[src/hw/rtl/deq_pkg.sv]
// Shared types and constants of the deque block: operation codes, result word layout.
// Used by the core, the output stage, the top level and the checker.
`timescale 1ns / 1ps
package deq_pkg;

    localparam int DATA_W         = 32;
    localparam int COUNT_W        = 5;
    localparam int OP_W           = 2;
    localparam int DEF_DEPTH      = 16;
    localparam int DEF_WORD_WIDTH = 32;

    typedef enum logic [OP_W-1:0] {
        OP_QUERY    = 2'd0,
        OP_PUSH     = 2'd1,
        OP_POP_HEAD = 2'd2,
        OP_POP_TAIL = 2'd3
    } op_t;

    // Last member sits in the lowest bits
    typedef struct packed {
        logic               push_dropped;
        logic [COUNT_W-1:0] entry_count;
        logic               match_found;
        logic               front_valid;
        logic [DATA_W-1:0]  front_word;
        logic               popped_valid;
        logic [DATA_W-1:0]  popped_word;
    } result_t;

    localparam int RES_W       = $bits(result_t);
    localparam int OUT_TDATA_W = ((RES_W + 7) / 8) * 8;

endpackage

[src/hw/rtl/deque_with_membership_search.sv]
// Deque of words in a ring of DEPTH slots with a membership search.
// An accepted word's result goes to the output register, or to the skid entry on a stall.
// Throughput: one word per cycle while the skid entry is empty; the core is combinational
// and the output register with a skid entry takes one more word while one result waits.
// Reset: rst_n clears head, tail, occupancy and the output valids; slot contents stay.
// Depends on deq_pkg, deq_core and deq_skid.
`timescale 1ns / 1ps
module deque_with_membership_search #(
    parameter int DEPTH      = deq_pkg::DEF_DEPTH,
    parameter int WORD_WIDTH = deq_pkg::DEF_WORD_WIDTH
) (
    input  logic                             clk,
    input  logic                             rst_n,
    input  logic                             s_tvalid,
    output logic                             s_tready,
    input  logic [deq_pkg::OP_W-1:0]         s_tuser,  // [1:0] operation
    input  logic [deq_pkg::DATA_W-1:0]       s_tdata,  // [31:0] data_word
    output logic                             m_tvalid,
    input  logic                             m_tready,
    // [31:0] popped_word, [32] popped_valid, [64:33] front_word, [65] front_valid,
    // [66] match_found, [71:67] entry_count, [72] push_dropped, rest zero
    output logic [deq_pkg::OUT_TDATA_W-1:0]  m_tdata
);
    import deq_pkg::*;

    logic    accept;
    result_t core_res, out_res;

    assign accept = s_tvalid && s_tready;

    deq_core #(
        .DEPTH      (DEPTH),
        .WORD_WIDTH (WORD_WIDTH)
    ) u_core (
        .clk    (clk),
        .rst_n  (rst_n),
        .accept (accept),
        .op     (op_t'(s_tuser)),
        .word   (s_tdata),
        .res    (core_res)
    );

    deq_skid u_skid (
        .clk       (clk),
        .rst_n     (rst_n),
        .in_valid  (accept),
        .in_ready  (s_tready),
        .in_res    (core_res),
        .out_valid (m_tvalid),
        .out_ready (m_tready),
        .out_res   (out_res)
    );

    assign m_tdata = OUT_TDATA_W'(out_res);

endmodule

[src/hw/rtl/deq_core.sv]
// Ring of word slots with head/tail pointers, occupancy and a parallel membership compare.
// Depends on deq_pkg.
`timescale 1ns / 1ps
module deq_core #(
    parameter int DEPTH      = deq_pkg::DEF_DEPTH,
    parameter int WORD_WIDTH = deq_pkg::DEF_WORD_WIDTH
) (
    input  logic                        clk,
    input  logic                        rst_n,
    input  logic                        accept,
    input  deq_pkg::op_t                op,
    input  logic [deq_pkg::DATA_W-1:0]  word,
    output deq_pkg::result_t            res
);
    import deq_pkg::*;

    localparam int IDX_W = (DEPTH > 1) ? $clog2(DEPTH) : 1;
    localparam int CNT_W = $clog2(DEPTH + 1);
    localparam logic [IDX_W-1:0] LAST_IDX = IDX_W'(DEPTH - 1);
    localparam logic [CNT_W-1:0] FULL_CNT = CNT_W'(DEPTH);

    logic [WORD_WIDTH-1:0] slot_reg [DEPTH];
    logic [IDX_W-1:0]      head_reg, head_next;
    logic [IDX_W-1:0]      tail_reg, tail_next;
    logic [CNT_W-1:0]      occ_reg, occ_next;

    logic [WORD_WIDTH-1:0] word_in;
    logic [IDX_W-1:0]      head_inc, tail_inc, tail_dec, pop_addr;
    logic                  full, empty, do_write, popped_ok, dropped, match;
    logic [DEPTH-1:0]      hits;

    assign word_in  = WORD_WIDTH'(word);
    assign full     = (occ_reg == FULL_CNT);
    assign empty    = (occ_reg == '0);
    assign head_inc = (head_reg == LAST_IDX) ? '0 : head_reg + 1'b1;
    assign tail_inc = (tail_reg == LAST_IDX) ? '0 : tail_reg + 1'b1;
    assign tail_dec = (tail_reg == '0) ? LAST_IDX : tail_reg - 1'b1;
    assign pop_addr = (op == OP_POP_TAIL) ? tail_dec : head_reg;

    // Slot i is held when its distance from head is below the occupancy
    always_comb
    begin
        logic [IDX_W:0] off;
        for (int i = 0; i < DEPTH; i++)
        begin
            if ((IDX_W+1)'(i) >= {1'b0, head_reg})
                off = (IDX_W+1)'(i) - {1'b0, head_reg};
            else
                off = (IDX_W+1)'(i) + (IDX_W+1)'(DEPTH) - {1'b0, head_reg};
            hits[i] = (off < (IDX_W+1)'(occ_reg)) && (slot_reg[i] == word_in);
        end
    end

    always_comb
    begin
        head_next = head_reg;
        tail_next = tail_reg;
        occ_next  = occ_reg;
        popped_ok = 1'b0;
        dropped   = 1'b0;
        match     = 1'b0;
        do_write  = 1'b0;
        case (op)
            OP_QUERY:
            begin
                match = |hits;
            end
            OP_PUSH:
            begin
                if (full)
                    dropped = 1'b1;
                else
                begin
                    do_write  = 1'b1;
                    tail_next = tail_inc;
                    occ_next  = occ_reg + 1'b1;
                end
            end
            OP_POP_HEAD:
            begin
                if (!empty)
                begin
                    popped_ok = 1'b1;
                    head_next = head_inc;
                    occ_next  = occ_reg - 1'b1;
                end
            end
            OP_POP_TAIL:
            begin
                if (!empty)
                begin
                    popped_ok = 1'b1;
                    tail_next = tail_dec;
                    occ_next  = occ_reg - 1'b1;
                end
            end
            default:
            begin
                match = 1'b0;
            end
        endcase
    end

    always_comb
    begin
        res              = '0;
        res.popped_valid = popped_ok;
        res.popped_word  = popped_ok ? DATA_W'(slot_reg[pop_addr]) : '0;
        res.front_valid  = (occ_next != '0);
        // Push onto an empty ring: the new word is the front
        if (occ_next == '0)
            res.front_word = '0;
        else if (empty)
            res.front_word = DATA_W'(word_in);
        else
            res.front_word = DATA_W'(slot_reg[head_next]);
        res.match_found  = match;
        res.entry_count  = COUNT_W'(occ_next);
        res.push_dropped = dropped;
    end

    always_ff @(posedge clk or negedge rst_n)
    begin
        if (!rst_n)
        begin
            head_reg <= '0;
            tail_reg <= '0;
            occ_reg  <= '0;
        end
        else if (accept)
        begin
            head_reg <= head_next;
            tail_reg <= tail_next;
            occ_reg  <= occ_next;
        end
    end

    always_ff @(posedge clk)
    begin
        if (accept && do_write)
            slot_reg[tail_reg] <= word_in;
    end

endmodule

[src/hw/rtl/deq_skid.sv]
// Result register with one skid entry, so a new word is taken while a result waits.
// Depends on deq_pkg.
`timescale 1ns / 1ps
module deq_skid (
    input  logic              clk,
    input  logic              rst_n,
    input  logic              in_valid,
    output logic              in_ready,
    input  deq_pkg::result_t  in_res,
    output logic              out_valid,
    input  logic              out_ready,
    output deq_pkg::result_t  out_res
);
    import deq_pkg::*;

    result_t out_reg, skid_reg;
    logic    out_valid_reg, skid_valid_reg;
    logic    pop;

    assign in_ready  = !skid_valid_reg;
    assign out_valid = out_valid_reg;
    assign out_res   = out_reg;
    assign pop       = out_valid_reg && out_ready;

    always_ff @(posedge clk or negedge rst_n)
    begin
        if (!rst_n)
        begin
            out_valid_reg  <= 1'b0;
            skid_valid_reg <= 1'b0;
        end
        else if (skid_valid_reg)
        begin
            // Drain the skid entry first
            if (pop)
                skid_valid_reg <= 1'b0;
        end
        else if (!out_valid_reg || pop)
            out_valid_reg <= in_valid;
        else if (in_valid)
            skid_valid_reg <= 1'b1;
    end

    always_ff @(posedge clk)
    begin
        if (skid_valid_reg)
        begin
            if (pop)
                out_reg <= skid_reg;
        end
        else if (!out_valid_reg || pop)
        begin
            if (in_valid)
                out_reg <= in_res;
        end
        else if (in_valid)
            skid_reg <= in_res;
    end

endmodule

[config.mk]
export PLATFORM = sky130hd
export DESIGN_NAME = deque_with_membership_search
export DESIGN_NICKNAME = d
export VERILOG_FILES = /design/src/hw/rtl/deq_pkg.sv /design/src/hw/rtl/deque_with_membership_search.sv /design/src/hw/rtl/deq_core.sv /design/src/hw/rtl/deq_skid.sv
export SDC_FILE = /design/constraint.sdc
export NUM_CORES = 2
export LEC_CHECK = 0
export ABC_CLOCK_PERIOD_IN_PS = 14450
export BUFFER_PORTS_ARGS = -buffer_cell sky130_fd_sc_hd__buf_2
export CORE_MARGIN = 3
export CORE_UTILIZATION = 50
export DETAILED_ROUTE_END_ITERATION = 6
export PLACE_DENSITY = 0.69
export SYNTH_ARGS = -nofsm -noshare
export SYNTH_HDL_FRONTEND = slang
export SYNTH_SLANG_ARGS = --single-unit
[constraint.sdc]
create_clock -name clk -period 14.45 [get_ports clk]
set_clock_uncertainty 0.1 [all_clocks]
set_input_delay 4.335 -clock clk [delete_from_list [all_inputs] [get_ports clk]]
set_output_delay 4.335 -clock clk [all_outputs]
set_load 0.01 [all_outputs]
==> impl_metrics.json <==
{
  "num_vias": 29882,
  "hold_path_class": "reg -> reg",
  "dieArea_sq_um": 82600,
  "synth_seq_cells": 673,
  "finalMaxSlewViolations": 0,
  "ant_nets": 0,
  "start_util": 0.508,
  "dp.cells": 4383,
  "period_share": 0.585,
  "antenna_found_initial": 9,
  "post-cts-setup-buffer-count": 0,
  "cts-htree-levels": 3,
  "finalNonFillerCells": 4516,
  "io_pins": 120,
  "fmax_mhz": 118,
  "yosys_warnings": 0,
  "clock-sinks": 673,
  "fp.dieW_microns": 287,
  "finalPower_uw": 8510,
  "hold_violations": 0,
  "power_density_nw_per_um2": 197,
  "syn_area_sq_um": 39600,
  "route.detailed.drc": 0,
  "overflow": 0,
  "nets": 3527,
  "port_buffers": 112,
  "grtUsageTotal": 0.343,
  "critical_path_class": "in -> reg",
  "final_layout_size_suffix_gt1_frac": 0.133,
  "wl_mm": 144,
  "leakage_uw": 0.0151,
  "cts_root_buffer": "clkbuf_16",
  "grt_max_degree": 162,
  "cts_resized": 0,
  "yosys_most_used_dff": "edfxtp_1",
  "critPathRequiredTime_ps": 14680,
  "place.gp.congestion": 1.04,
  "cp-start-kind": "input pin",
  "ys_async_sr_fraction": 0.0223,
  "drt_iter0_markers": 4799,
  "setup_viol": 0,
  "critPathArrivalTime_ps": 8690,
  "clk_latency_ps": 630,
  "synth-seq-area-share": 0.508,
  "dp_hpwl_mm": 96.7,
  "cts_buffers": 74,
  "outcome": "complete, no violations",
  "final_common_cell": "edfxtp_1",
  "fin_hold_ws_ps": 415,
  "irDropWorstVdd_mv": 0.308,
  "largest_register_ffs": 512,
  "avgSynthCellArea_sq_um": 11.5,
  "end_kind": "flop",
  "grt_pass1_wl_mm": 203,
  "grt_pass1_vias": 27605,
  "rows": 102,
  "synth-edff-count": 658,
  "cts_hold_buf": 0,
  "ys_types": 56,
  "post-route-util": 0.555,
  "path_clk_slew_ps": 60,
  "finalCriticalPeriod_ps": 8460,
  "path_max_fanout": 141,
  "rsz0062_at_grt": "no",
  "first_pass_iters": 6,
  "tritoncts": "done",
  "worst_slew_pin_slew_ps": 1440,
  "die_height_microns": 287,
  "maxCapViolCount": 0,
  "vias_per_cell": 6.62,
  "avgRoutedWirePerCell_microns": 32.0,
  "fin_setup_tns_ps": 0,
  "core-area_sq_um": 78000,
  "final_cell_mix": "edfxtp_1 (658), xnor2_1 (359), nand2_1 (335)",
  "clk_path_buf_depth": 3,
  "syn2layout_area_growth_pct": 9.27,
  "synthCells": 3434,
  "maxSlewHeadroom": 0.0374
}
==> Yosys cell counts (28+ instances only) <==
master    number  area, sq um
a31oi_1       70          438
a311oi_1      65          569
nand4_1       91          569
nor4_1        54          338
clkbuf_1     218          818
inv_1         39          146
ha_1          70          876
buf_4         34          255
xor2_1       168         1470
nor2_1        64          240
and2_1       162         1010
xnor2_1      359         3140
a21oi_1      113          566
mux2_2       133         1500
o21ai_0       28          140
a211oi_1     162         1220
edfxtp_1     658        19800
nor3_1        89          445
nand2_1      335         1260
a22o_1        32          280
mux2i_1      258         2580
o22ai_1       67          419
==> layout make-up <==
type | instances | area, sq um
tap | 1040 | 1300
inverter | 44 | 165
antenna | 2 | 5.00
sequential | 673 | 20100
multi-input combinational | 2450 | 18400
timing repair buffer | 176 | 1120
fill | 6586 | 34700
clock inverter | 41 | 248
clock buffer | 90 | 1940
==> metrics by stage <==
step / worst slack, ps / cell area, sq um
final: 5990 / 43300
after global routing: 5870 / 43300
after CTS: 6130 / 43300
after detailed placement: 5460 / 41100
after global placement: 5540 / 41100
after floorplan: 5630 / 39600
==> kinds of logic (layout without fill, tap and decap cells) <==
family,after synthesis,after routing,synth area share
flops,673,673,0.508
xor+xnor,527,527,0.117
buf+inv,319,351,0.0341
simple gates,841,841,0.105
compound gates,611,611,0.110
other cells,1,11,0.0000947
mux,392,392,0.104
fa+ha+maj,70,70,0.0221
==> power by group <==
part | internal (uW) | switching, uW
clock network | 975 | 804
registers | 2460 | 159
logic | 1440 | 2670
==> metal layers <==
layer  up-vias  track usage  routed length [microns]
met4         6        0.227                    11200
li1      12792            -                        -
met1     14617        0.471                    55400
met5         -            0                       37
met3       384       0.0790                    17500
met2      2083        0.483                    60300
==> worst paths after layout <==
check	slack (ps)	start	cells past startpoint	end
max in group asynchronous	10370	rst_n	1	u_skid.skid_valid_reg
min in group asynchronous	3550	rst_n	1	u_core.occ_reg[2]
worst max-delay path	5990	s_tuser[1]	10	u_skid.out_res[46]
worst min-delay path	420	u_skid.skid_reg[58]	2	u_skid.out_res[58]
worst min register to register	420	u_skid.skid_reg[58]	2	u_skid.out_res[58]
worst max register to register	8830	u_core.occ_reg[0]	12	u_skid.out_res[46]
==> critical path, cell delays in order <==
cell	delay, ps
buf_2	220
nor3b_2	760
mux2i_4	380
buf_12	630
buf_12	740
mux2i_1	260
mux2_2	170
o22ai_1	70
nor3_1	720
o41ai_2	140
No activity file was read; power rests on OpenSTA's default activity.
